$ cat config.mk
export PLATFORM = sky130hd
export DESIGN_NAME = dbc_back
export DESIGN_NICKNAME = d
export VERILOG_FILES = /design/src/dbc_pkg.sv /design/src/dbc_back.sv
export SDC_FILE = /design/constraint.sdc
export NUM_CORES = 1
export LEC_CHECK = 0
export ABC_CLOCK_PERIOD_IN_PS = 5350
export BUFFER_PORTS_ARGS = -buffer_cell sky130_fd_sc_hd__buf_2
export CAP_MARGIN = 20
export CORE_MARGIN = 1.5
export CORE_UTILIZATION = 56
export CTS_CLUSTER_SIZE = 8
export DETAILED_ROUTE_END_ITERATION = 8
export GPL_ROUTABILITY_DRIVEN = 1
export GPL_TIMING_DRIVEN = 1
export HOLD_SLACK_MARGIN = 0.12
export PLACE_DENSITY = 0.79
export SETUP_SLACK_MARGIN = 0.2
export SLEW_MARGIN = 10
export SYNTH_ARGS = -nofsm -noshare
export SYNTH_HDL_FRONTEND = slang
export SYNTH_SLANG_ARGS = --single-unit
$ cat constraint.sdc
create_clock -name clk -period 5.35 [get_ports clk]
set_input_delay 0.2675 -clock clk [delete_from_list [all_inputs] [get_ports clk]]
set_output_delay 0.2675 -clock clk [all_outputs]
set_load 0.03 [all_outputs]
$ cat src/dbc_pkg.sv
`timescale 1ns / 1ps
`default_nettype none

package dbc_pkg;

  // stack geometry
  localparam int STACK_DEPTH = 64;
  localparam int PTR_W       = $clog2(STACK_DEPTH);
  localparam int CNT_W       = $clog2(STACK_DEPTH + 1);
  localparam int DEPTH_W     = 7;
  localparam int CHAR_W      = 8;

  // characters of interest
  localparam logic [CHAR_W-1:0] CHAR_LPAREN = 8'h28;
  localparam logic [CHAR_W-1:0] CHAR_RPAREN = 8'h29;
  localparam logic [CHAR_W-1:0] CHAR_LSQ    = 8'h5B;
  localparam logic [CHAR_W-1:0] CHAR_RSQ    = 8'h5D;
  localparam logic [CHAR_W-1:0] CHAR_LCURLY = 8'h7B;
  localparam logic [CHAR_W-1:0] CHAR_RCURLY = 8'h7D;
  localparam logic [CHAR_W-1:0] CHAR_SLASH  = 8'h2F;
  localparam logic [CHAR_W-1:0] CHAR_STAR   = 8'h2A;
  localparam logic [CHAR_W-1:0] CHAR_SEMI   = 8'h3B;

  // stack entry codes
  typedef enum logic [2:0] {
    KIND_NONE    = 3'd0,
    KIND_PAREN   = 3'd1,
    KIND_SQUARE  = 3'd2,
    KIND_CURLY   = 3'd3,
    KIND_COMMENT = 3'd4,
    KIND_FAIL    = 3'd5
  } kind_t;

  // classified operation
  typedef enum logic [2:0] {
    OP_OTHER,
    OP_CLEAR,
    OP_END,
    OP_OPEN,
    OP_CLOSE,
    OP_SLASH,
    OP_STAR
  } op_t;

  // one queued transaction between front and back
  typedef struct packed {
    op_t   op;
    kind_t kind;
  } entry_t;

endpackage

`default_nettype wire

$ cat src/dbc_back.sv
`timescale 1ns / 1ps
`default_nettype none

module dbc_back (
  input  wire logic                        clk,
  input  wire logic                        rst,
  input  wire logic                        q_valid,
  input  wire dbc_pkg::entry_t             q_data,
  output logic                             q_rd,
  output logic                             out_valid,
  input  wire logic                        out_stall,
  output logic                             stack_empty,
  output logic [dbc_pkg::DEPTH_W-1:0]      depth,
  output logic                             mismatch_now,
  output logic                             halted
);

  localparam logic [dbc_pkg::CNT_W-1:0] CNT_ONE  = dbc_pkg::CNT_W'(1);
  localparam logic [dbc_pkg::CNT_W-1:0] CNT_TWO  = dbc_pkg::CNT_W'(2);
  localparam logic [dbc_pkg::CNT_W-1:0] CNT_FULL = dbc_pkg::CNT_W'(dbc_pkg::STACK_DEPTH);

  // stack: top and the entry below it in registers, all lower entries in memory
  dbc_pkg::kind_t mem [dbc_pkg::STACK_DEPTH];
  dbc_pkg::kind_t top;
  dbc_pkg::kind_t below;
  logic [dbc_pkg::CNT_W-1:0] count;
  logic prev_slash;
  logic prev_star;
  logic halted_flag;

  dbc_pkg::kind_t            top_next;
  logic [dbc_pkg::CNT_W-1:0] count_next;
  logic                      prev_slash_next;
  logic                      prev_star_next;
  logic                      halted_next;
  logic                      mismatch;
  logic                      push;
  logic                      pop;
  dbc_pkg::kind_t            push_kind;
  logic                      wr_en;
  logic [dbc_pkg::PTR_W-1:0] wr_addr;
  logic [dbc_pkg::PTR_W-1:0] rd_addr;
  logic                      is_open;
  logic                      is_close;
  logic                      fire;

  // take a queued transaction when the output register is free
  assign fire = q_valid && (!out_valid || !out_stall);
  assign q_rd = fire;

  // operation decode against the pair memory
  always_comb begin
    prev_slash_next = prev_slash;
    prev_star_next  = prev_star;
    halted_next     = halted_flag;
    mismatch        = 1'b0;
    is_open         = 1'b0;
    is_close        = 1'b0;
    if (q_data.op == dbc_pkg::OP_CLEAR) begin
      prev_slash_next = 1'b0;
      prev_star_next  = 1'b0;
      halted_next     = 1'b0;
    end else if (q_data.op == dbc_pkg::OP_END) begin
      prev_slash_next = 1'b0;
      prev_star_next  = 1'b0;
      halted_next     = 1'b0;
    end else if (!halted_flag) begin
      prev_slash_next = (q_data.op == dbc_pkg::OP_SLASH);
      prev_star_next  = (q_data.op == dbc_pkg::OP_STAR);
      unique case (q_data.op)
        dbc_pkg::OP_OPEN:  is_open  = 1'b1;
        dbc_pkg::OP_CLOSE: is_close = 1'b1;
        dbc_pkg::OP_STAR:  is_open  = prev_slash;
        dbc_pkg::OP_SLASH: is_close = prev_star;
        default: begin
          is_open  = 1'b0;
          is_close = 1'b0;
        end
      endcase
      // opener on a full stack halts without a push
      if (is_open && (count == CNT_FULL)) begin
        mismatch    = 1'b1;
        halted_next = 1'b1;
      end
      // closer on an empty stack or a wrong top
      if (is_close && ((count == '0) || (top != q_data.kind))) begin
        mismatch    = 1'b1;
        halted_next = 1'b1;
      end
      if (halted_next) begin
        prev_slash_next = 1'b0;
        prev_star_next  = 1'b0;
      end
    end
  end

  // stack moves
  always_comb begin
    push       = 1'b0;
    pop        = 1'b0;
    push_kind  = q_data.kind;
    top_next   = top;
    count_next = count;
    if (is_open && !mismatch) begin
      push = 1'b1;
    end else if (is_close && mismatch && (count != CNT_FULL)) begin
      push      = 1'b1;
      push_kind = dbc_pkg::KIND_FAIL;
    end else if (is_close && !mismatch) begin
      pop = 1'b1;
    end
    if (q_data.op == dbc_pkg::OP_CLEAR) begin
      count_next = '0;
    end else begin
      if (push) begin
        count_next = count + CNT_ONE;
        top_next   = push_kind;
      end else if (pop) begin
        count_next = count - CNT_ONE;
        top_next   = below;
      end
    end
  end

  assign wr_en   = fire && push && (count != '0);
  assign wr_addr = dbc_pkg::PTR_W'(count - CNT_ONE);
  assign rd_addr = dbc_pkg::PTR_W'(count_next - CNT_TWO);

  // memory of the lower entries, with the entry below the top read ahead
  always_ff @(posedge clk) begin
    if (wr_en) begin
      mem[wr_addr] <= top;
    end
    if (fire) begin
      if (wr_en && (wr_addr == rd_addr)) begin
        below <= top;
      end else begin
        below <= mem[rd_addr];
      end
    end
  end

  // state and output register
  always_ff @(posedge clk) begin
    if (rst) begin
      count       <= '0;
      prev_slash  <= 1'b0;
      prev_star   <= 1'b0;
      halted_flag <= 1'b0;
      out_valid   <= 1'b0;
    end else begin
      if (fire) begin
        count       <= count_next;
        prev_slash  <= prev_slash_next;
        prev_star   <= prev_star_next;
        halted_flag <= halted_next;
        out_valid   <= 1'b1;
      end else if (!out_stall) begin
        out_valid <= 1'b0;
      end
    end
  end

  // payload registers
  always_ff @(posedge clk) begin
    if (fire) begin
      top          <= top_next;
      stack_empty  <= (count_next == '0);
      depth        <= dbc_pkg::DEPTH_W'(count_next);
      mismatch_now <= mismatch;
      halted       <= halted_next;
    end
  end

endmodule

`default_nettype wire

## After elaboration in Yosys (flattened, before gate mapping)

Memories as Yosys holds them, arrays and structs flattened. A register that Yosys moved wholly into a read port is not among the register bits.
Index checks and enable logic that the tools add are counted.

| storage, ports and cells | value |
|---|---|
| bits in latches | 0 |
| flip-flop bits (word level) | 24 |
| word-level logic and storage cells | 95 |
| output and inout bits | 12 |
| memories kept | 1 |
| memory bits (read-only) | 0 |
| bits in writable memories | 192 |

| operators by class | value |
|---|---|
| add/sub/neg operators | 3 |
| $lt $le $gt $ge | 0 |
| reductions and logical operators | 20 |
| bitwise gates (word level) | 1 |
| multiplexer cells | 49 |
| shifts and indexed selects | 0 |
| multipliers | 0 |
| equal/unequal tests | 11 |
| div/mod/pow operators | 0 |

Memory list:

| memory | depth | bits a word | read ports | clocked after memory_dff | write ports | RTL line | text |
|---|---|---|---|---|---|---|---|
| mem | 64 | 3 | 1 | 1 | 1 | dbc_back.sv:23 | `dbc_pkg::kind_t mem [dbc_pkg::STACK_DEPTH];` |

Operators by type and width:

| kind | number |
|---|---|
| 1-bit two-way mux | 40 |
| 7-bit two-way mux | 3 |
| 7-bit logical NOT | 2 |
| 3-bit two-way mux | 4 |
| 3-bit == test, second input constant | 3 |
| 1-bit logical AND | 9 |
| 7-bit by 1-bit adder with 7-bit output, second input constant | 1 |
| 7-bit == test, second input constant | 1 |
| 7-bit inequality test, second input constant | 1 |
| 7-bit nonzero test | 1 |
| 7-bit by 1-bit subtractor with 7-bit output, second input constant | 1 |
| 3-bit by 2-bit == test with 1-bit output, second input constant | 2 |
| 6-bit by 2-bit subtractor with 6-bit output, second input constant | 1 |
| 1-bit one-hot mux with 2 select lines | 2 |
| 3-bit by 1-bit == test with 1-bit output, second input constant | 1 |
| 1-bit logical NOT | 3 |
| 3-bit by 1-bit inequality test with 1-bit output, second input constant | 1 |
| 3-bit inequality test | 1 |
| 3-bit AND reduction | 1 |
| 1-bit logical OR | 2 |
| 2-bit by 1-bit inequality test with 1-bit output, second input constant | 1 |
| 2-bit AND reduction | 1 |
| 2-bit nonzero test | 1 |
| 1-bit NOT | 1 |

## Longest topological paths before layout

Gate-level depths: netlist (run 1).

| logic depth | value |
|---|---|
| word-level depth | 20 |
| depth in mapped cells | 21 |

## Worst setup path after synthesis (run 1)

OpenSTA, ideal clock, no wires.

| timing | value |
|---|---|
| kind | register to register |
| from | reg top[0] |
| to | reg below[1], read port of mem, data pin |
| cell stages (with the launch flop) | 18 |
| path slack | 9 ps |
| required time | 5094 ps |
| setup time | 256 ps |
| data arrival time | 5086 ps |
| path through | edfxtp_1 xor2_1 nor3_2 and3_1 clkbuf_1 mux2i_1 nor3_2 buf_2 buf_1 clkbuf_1 ha_1 clkbuf_1 a311oi_2 a311oi_4 o21ai_2 or4_1 buf_2 a41o_1 |

| on the way | value |
|---|---|
| word-level cells in the longest chain between the ends | 16 |
| elaborated cells between the ends (all ways) | 21 |
| those cells by class | add/sub: 1; eq/ne: 1; mux: 12; reduce/logical: 7 |

Ends and longest elaborated chain:

| item | RTL line | text |
|---|---|---|
| from (decl) | dbc_back.sv:24 | `dbc_pkg::kind_t top;` |
| from (signal assigned) | dbc_back.sv:167 | `top <= top_next;` |
| 3-bit inequality test (*) | dbc_back.sv:86 | `if (is_close && ((count == '0) \|\| (top != q_data.kind))) begin` |
| 1-bit logical OR (*) | dbc_back.sv:86 |  |
| 1-bit logical AND (*) | dbc_back.sv:86 |  |
| 1-bit two-way mux (*) | dbc_back.sv:86 |  |
| 1-bit two-way mux (*) | dbc_back.sv:67 | `end else if (!halted_flag) begin` |
| 1-bit two-way mux (*) | dbc_back.sv:63 | `end else if (q_data.op == dbc_pkg::OP_END) begin` |
| 1-bit two-way mux (*) | dbc_back.sv:59 | `if (q_data.op == dbc_pkg::OP_CLEAR) begin` |
| 1-bit logical NOT | dbc_back.sv:104, dbc_back.sv:109 |  |
| 1-bit logical AND | dbc_back.sv:109 | `end else if (is_close && !mismatch) begin` |
| 1-bit two-way mux | dbc_back.sv:109 |  |
| 1-bit two-way mux | dbc_back.sv:106 | `end else if (is_close && mismatch && (count != CNT_FULL)) begin` |
| 1-bit two-way mux | dbc_back.sv:104 | `if (is_open && !mismatch) begin` |
| 7-bit two-way mux | dbc_back.sv:118 | `end else if (pop) begin` |
| 7-bit two-way mux (*) | dbc_back.sv:115 | `if (push) begin` |
| 7-bit two-way mux (*) | dbc_back.sv:112 | `if (q_data.op == dbc_pkg::OP_CLEAR) begin` |
| 6-bit by 2-bit subtractor with 6-bit output (*) | dbc_back.sv:127 | `assign rd_addr = dbc_pkg::PTR_W'(count_next - CNT_TWO);` |
| to (decl) | dbc_back.sv:25 | `dbc_pkg::kind_t below;` |

Every way passes the cells marked *; elsewhere a longest branch is shown, timed or not.
A chain may end at the register's enable or synchronous reset.

## Final worst setup path (run 1)

Same ends and word-level chain as after synthesis.

==> results.py, run 1 <==
metrics = {
    "routing": {
        "drt_first_pass_iters": 6,
        "vias_per_cell": 6.50,
        "ant_nets": 0,
        "finalWirelength_um": 23600,
        "drt_iter0_drc": 923,
        "drc": 0,
        "vias": 6862,
        "wire_per_inst_um": 22.3,
    },
    "worst_hold_path": {
        "hold_path_depth": 5,
        "min_from": "q_data[4]",
        "hold_path_class": "input port to flip-flop",
        "whs_endpoint": "prev_star",
    },
    "cts": {
        "cts_made_buffers": 31,
        "cts_setup_buffers": 0,
        "clockRootBuffer": "clkbuf_16",
        "post_cts_resized": 0,
        "h-tree-depth": 1,
        "numClockSinks": 219,
        "clk_latency_ns": 0.56,
        "cts_tree": "yes",
        "clk_pin_slew_worst_paths_ns": 0.05,
        "clock_tree.buffer_depth": 3,
    },
    "global_route": {
        "grt_first_pass_wirelength_um": 37300,
        "grt_remaining_overflow": 0,
        "grt_use_total": 0.269,
        "antenna_found_initial": 0,
        "grt_start_max_net_pins": 84,
        "grt_pass1_vias": 6671,
    },
    "yosys": {
        "yosys.cell_types.count": 69,
        "synth-edff-count": 208,
        "async_flop_share": 0,
        "synth_ff_type": "edfxtp_1",
        "syn_avg_cell_area_um2": 12.2,
        "ys_seq_elements": 219,
        "postSynthCellCount": 798,
        "synth_fp_nets": 812,
        "syn_area_um2": 9720,
        "seq_area_frac_synth": 0.665,
        "synth_warnings": 0,
    },
    "placed_design": {
        "routabilityCongestion": 0.972,
        "dp_hpwl_um": 14300,
        "port-buffer-count": 21,
    },
    "job": {
        "maxCapViolations": 0,
    },
    "floorplanning": {
        "initial_core_util": 0.580,
        "die_y_um": 135,
        "fp.dieW_um": 135,
        "die_area_um2": 18200,
        "fp.coreArea_um2": 16800,
        "fp-row-count": 47,
        "num_io_pins": 22,
    },
    "setup_path": {
        "crit_type": "flip-flop to flip-flop",
        "cp.required_ns": 5.65,
        "worst-path-max-fanout": 7,
        "cp-start-kind": "flip-flop",
        "r2r_slack_ns": 0.76,
        "endpoint_kind": "flip-flop",
        "r2r.worst_path.cells": 12,
        "cp.arrival_ns": 4.89,
        "reg2reg_to": "below[1]",
        "r2r-start": "top[0]",
    },
    "pwr": {
        "power_density_nw_per_um2": 358,
        "ir_worst_vdd_mv": 0.255,
        "p_leak_nw": 3.60,
    },
    "timing": {
        "min_period_ns": 4.59,
        "hold_violations": 0,
        "setup_tns_ns": 0,
        "rsz0062_at_grt": "no",
        "slew_headroom": 0.410,
        "period_share": 0.858,
        "report.final.slew_viol_count": 0,
        "fin_skew_ns": 0.0117,
        "tightestPinTransition_ns": 0.862,
        "setup_viol": 0,
        "max_freq_mhz": 218,
    },
    "layout": {
        "fill_cells": 1195,
        "drive_above_1_share": 0.114,
        "syn2layout_area_growth_pct": 12.5,
        "post-route-util": 0.653,
        "diodes": 0,
        "nets": 840,
    },
    "status": {
        "status": "finished, final reports clean",
    },
}
-- stage by stage --
stage	hold slack, ns	std cells	power (mW)	area [um^2]	worst slack [ns]
after CTS	0.154	1056	3.92	10900	0.812
after global placement	0.471	1006	2.19	10000	1.02
after floorplan	0.337	798	2.11	9730	0.246
final	0.168	1056	3.92	10900	0.761
after detailed placement	0.487	1006	2.19	10000	0.821
after global routing	0.208	1056	4.02	10900	0.482
-- worst max-delay path, cell delays in order (launching register included) --
cell and delay (ns):
edfxtp_1 0.41, xor2_1 0.20, nor3_2 0.41, a31oi_1 0.31
a2111oi_0 0.86, nor3_4 0.06, ha_1 0.34, nor2_1 0.17
a311oi_2 0.07, a311oi_4 0.51, o21ai_2 0.07, or4_1 0.65
a41o_1 0.28
-- state kept, by name, summed over array words and instances, names as in the netlist, 3 cells and up --
signal / count
below: 3
count: 7
depth: 7
mem: 192
top: 3
-- cells by family (layout without fill, tap and decap cells) --
kind of cell	Yosys count	after routing	synth area share
XOR/XNOR	18	18	0.0162
AO/OA/AOI/OAI	94	94	0.0735
AND/OR/NAND/NOR	377	377	0.178
buffers and inverters	57	95	0.0251
multiplexers	29	29	0.0376
adder cells (fa/ha/maj)	4	4	0.00515
flip-flops	219	219	0.665
-- layer usage --
layer | part of all wire | track usage | vias to the layer above
met2 | 0.49 | 0.436 | 475
li1 | - | - | 3036
met4 | 0.027 | 0.0926 | 0
met5 | 0 | 0 | -
met3 | 0.10 | 0.0447 | 59
met1 | 0.39 | 0.372 | 3292
-- power by group --
part	internal, mW	leakage, nW	total [mW]	switching [mW]
Combinational	0.0864	1.22	0.279	0.193
Sequential	1.89	1.97	1.89	0.00672
Clock	1.07	0.416	1.75	0.680
Total	3.04	3.60	3.92	0.879
-- worst max path at each step --
stage | from | to | slack, ns | cells after the start
global route | count[0] | below[1] | 0.48 | 14
finish | top[0] | below[1] | 0.76 | 12
detailed placement | top[0] | below[1] | 0.82 | 12
CTS | top[0] | below[1] | 0.81 | 12
floorplan | top[0] | below[1] | 0.25 | 17
global placement | top[0] | below[1] | 1.02 | 12
-- cell usage in the layout (no fill, tap or decap), types with 4 or more instances in the layout --
| cell | count |
|---|---|
| a21oi_1 | 20 |
| a311oi_1 | 4 |
| a31oi_1 | 22 |
| a32oi_1 | 5 |
| and3_1 | 12 |
| buf_2 | 21 |
| buf_4 | 11 |
| clkbuf_1 | 10 |
| clkbuf_16 | 32 |
| dfxtp_1 | 11 |
| dlygate4sd3_1 | 7 |
| edfxtp_1 | 208 |
| ha_1 | 4 |
| inv_1 | 10 |
| mux2i_1 | 23 |
| mux4_2 | 6 |
| nand2_1 | 134 |
| nand2b_1 | 5 |
| nand3_1 | 95 |
| nand4_1 | 11 |
| nor2_1 | 86 |
| nor3_1 | 10 |
| o21ai_0 | 4 |
| xnor2_1 | 11 |
| xor2_1 | 7 |
-- area by class of cell --
| class | count | area, um^2 | area share |
|---|---|---|---|
| clock buffer | 42 | 838 | 0.0766 |
| clock inverter | 1 | 20.0 | 0.00183 |
| inverter | 12 | 45.0 | 0.00412 |
| multi-input combinational | 522 | 3020 | 0.276 |
| sequential | 219 | 6470 | 0.591 |
| tap | 220 | 275 | 0.0252 |
| timing repair buffer | 40 | 278 | 0.0254 |
-- Yosys cell counts (6+ instances only) --
master | count | area share
edfxtp_1 | 208 | 0.64
nand2_1 | 134 | 0.052
nand3_1 | 95 | 0.049
nor2_1 | 86 | 0.033
mux2i_1 | 23 | 0.024
a31oi_1 | 22 | 0.014
clkbuf_1 | 21 | 0.0081
a21oi_1 | 20 | 0.010
buf_2 | 15 | 0.0077
and3_1 | 12 | 0.0077
dfxtp_1 | 11 | 0.023
inv_1 | 11 | 0.0042
nand4_1 | 11 | 0.0071
xnor2_1 | 11 | 0.0099
nor3_1 | 10 | 0.0051
buf_1 | 7 | 0.0027
xor2_1 | 7 | 0.0063
mux4_2 | 6 | 0.014
-- timing repair --
action	CTS	global route
endpoints found under the hold margin	14	0
hold buffers	7	0
setup endpoints to repair	0	0
No activity file was read; power rests on OpenSTA's default activity.
==> inputs of run 2 (changes only) <==
- ABC_AREA: unset -> 1
- CORE_UTILIZATION: 56 -> 57
- PLACE_DENSITY: 0.79 -> 0.8
- SETUP_SLACK_MARGIN: 0.2 -> unset
==> run 2 against run 1 <==
Compared with the run above:
- clock power about the same
- combinational power rose to 2.5 times the previous value
- via count up 20%
- first-iteration DRC count up 2.1%
- core utilization down 0.45 points
- sequential cell count unchanged
- area after synthesis up 10%
- non-clock buffer count down 2
- cell count up 31%
- die area up 7.9%
- power up 11%
- highest routed layer unchanged
==> results.py, run 2 <==
metrics = {
    "status": {
        "status": "finished, final reports clean",
    },
    "setup_path": {
        "worst-path-max-fanout": 74,
        "cp-startpoint": "count[0]",
        "r2r_slack_ns": 1.30,
        "r2r.worst_path.cells": 22,
        "r2r-start": "count[0]",
        "cp.required_ns": 5.65,
        "crit_type": "flip-flop to flip-flop",
        "reg2reg_to": "below[0]",
        "cp.arrival_ns": 4.35,
        "endpoint_kind": "flip-flop",
        "endpoint": "below[0]",
        "cp-start-kind": "flip-flop",
    },
    "yosys": {
        "synth.area.top_cells": "edfxtp_1 58%, nand3_1 9.6%, inv_1 7.6%",
        "synth_fp_nets": 1144,
        "syn_avg_cell_area_um2": 9.46,
        "async_flop_share": 0,
        "synth_warnings": 0,
        "synth_ff_type": "edfxtp_1",
        "synthTopCellsByCount": "217 x inv_1, 208 x edfxtp_1, 206 x nand3_1",
        "postSynthCellCount": 1130,
        "yosysTopAreaCellShare": 0.584,
        "syn_area_um2": 10700,
        "seq_area_frac_synth": 0.605,
        "synth_area_leader_cell": "edfxtp_1",
        "synth-edff-count": 208,
        "ys_seq_elements": 219,
        "yosys.cell_types.count": 34,
        "yosysMostFrequentCell": "inv_1",
    },
    "pwr": {
        "internal_power_mw": 3.14,
        "power_density_nw_per_um2": 368,
        "p_leak_nw": 5.01,
        "pwr-share-seq": 0.443,
        "sw_frac_of_total": 0.277,
        "switchingPower_mw": 1.21,
        "p_total_mw": 4.35,
        "clkPwrFrac": 0.395,
        "combPwrFrac": 0.162,
        "ir_worst_vdd_mv": 0.286,
    },
    "layout": {
        "layout_common_cells": "216 x inv_1, 208 x edfxtp_1, 206 x nand3_1, 184 x nand2_1, 84 x nand4_1",
        "regMostFlops": "mem",
        "final_common_cell": "inv_1",
        "final_cell_area_um2": 11800,
        "ff_latch_area_um2": 6470,
        "final-instance-count-excl-fill": 1387,
        "post-route-util": 0.648,
        "syn2layout_area_growth_pct": 10.4,
        "nets": 1160,
        "largest_register_ffs": 192,
        "fill_cells": 1397,
        "reg_top3": "mem (192), count (7), depth (7)",
        "diodes": 0,
        "drive_above_1_share": 0.0838,
        "multi_input_area_um2": 3110,
    },
    "global_route": {
        "grt_pass1_vias": 7872,
        "grt_first_pass_wirelength_um": 41300,
        "grt_use_total": 0.271,
        "grt_start_max_net_pins": 79,
        "grt_remaining_overflow": 0,
        "antenna_found_initial": 0,
    },
    "timing": {
        "slew_headroom": 0.318,
        "report.final.slew_viol_count": 0,
        "hold_violations": 0,
        "max_freq_mhz": 247,
        "rsz0062_at_grt": "no",
        "tightestPinTransition_ns": 1.02,
        "setup_viol": 0,
        "min_period_ns": 4.05,
        "period_share": 0.756,
        "setup_tns_ns": 0,
        "fin_skew_ns": 0.0131,
    },
    "floorplanning": {
        "die_y_um": 140,
        "initial_core_util": 0.587,
        "num_io_pins": 22,
        "fp.coreArea_um2": 18200,
        "fp.dieW_um": 140,
        "die_area_um2": 19600,
        "fp-row-count": 49,
    },
    "placed_design": {
        "port-buffer-count": 21,
        "dp_hpwl_um": 15500,
        "routabilityCongestion": 0.918,
        "placed_area_um2": 10900,
        "dpl.cell_count": 1336,
    },
    "cts": {
        "clock_tree.buffer_depth": 3,
        "cts_setup_buffers": 0,
        "post_cts_resized": 0,
        "clk_pin_slew_worst_paths_ns": 0.06,
        "h-tree-depth": 1,
        "numClockSinks": 219,
        "clk_latency_ns": 0.55,
        "clockRootBuffer": "clkbuf_16",
        "cts_tree": "yes",
        "cts_made_buffers": 31,
        "ctsHoldBuffers": 6,
    },
    "routing": {
        "vias_per_cell": 5.93,
        "ant_nets": 0,
        "drt_first_pass_iters": 6,
        "drc": 0,
        "drt_iter0_drc": 942,
        "vias": 8230,
        "wire_per_inst_um": 18.8,
        "finalWirelength_um": 26100,
    },
    "job": {
        "maxCapViolations": 0,
    },
    "worst_hold_path": {
        "hold_path_class": "input port to flip-flop",
        "min_from": "q_data[5]",
    },
}
==> run 2: kinds of logic (layout without fill, tap and decap cells) <==
group           after synthesis  in the layout  share of synthesized area
flops                       219            219                      0.605
fa+ha+maj                     4              4                    0.00468
compound gates               39             39                     0.0205
xor+xnor                     11             11                     0.0118
buf+inv                     284            312                      0.105
simple gates                573            573                      0.254
==> run 2: how the worst min path moves through the flow <==
stage,to,slack (ns),cells after the start
CTS,prev_star,0.14,4
global route,prev_star,0.17,4
floorplan,count[6],0.34,1
finish,prev_star,0.15,4
detailed placement,count[6],0.46,2
global placement,count[6],0.46,2
==> run 2: stage by stage <==
step                setup WS (ns)  hold slack, ns
global placement             1.45           0.456
floorplan                    1.35           0.337
global route                0.920           0.170
detailed placement           1.34           0.458
CTS                          1.32           0.143
finish                       1.30           0.153
==> run 2: routing by layer <==
| layer | wire length, um | GRT usage | vias up |
|---|---|---|---|
| met5 | 0 | 0 | - |
| met4 | 1090 | 0.120 | 0 |
| met3 | 2850 | 0.0612 | 81 |
| met2 | 12200 | 0.438 | 454 |
| met1 | 10000 | 0.356 | 3872 |
| li1 | - | - | 3823 |
==> run 2: area by class of cell <==
| class | instances | share of cell area |
|---|---|---|
| clock inverters | 2 | 0.00138 |
| flip-flops and latches | 219 | 0.548 |
| clock buffers | 43 | 0.0695 |
| repair buffers | 38 | 0.0210 |
| well taps | 229 | 0.0243 |
| inverters | 229 | 0.0730 |
| multi-input cells | 627 | 0.263 |
==> run 2: power groups by stage <==
stage	clock [mW]	sequential (mW)	combinational (mW)
2_1_floorplan	0	1.97	0.485
3_3_place_gp	0	1.96	0.672
3_5_place_dp	0	1.96	0.682
4_1_cts	1.72	1.93	0.693
5_1_grt	1.80	1.93	0.771
6_report	1.72	1.93	0.703
==> run 2: worst max-delay path: stages, from the launching register on <==
cell,delay (ns)
dfxtp_1,0.46
inv_2,0.11
ha_1,0.20
nand2_1,0.10
inv_2,0.03
nand2_1,0.08
nand3_1,0.08
nand2_1,0.11
nand3_2,0.14
nand2_4,0.18
inv_4,0.08
nand2_4,0.08
nand3_4,0.64
inv_2,0.69
nand2_1,0.09
nand3_1,0.10
nand3_1,0.16
nand3_1,0.11
nand3_1,0.08
nand3_1,0.09
nand2_1,0.06
nand2_1,0.06
nand2_1,0.04
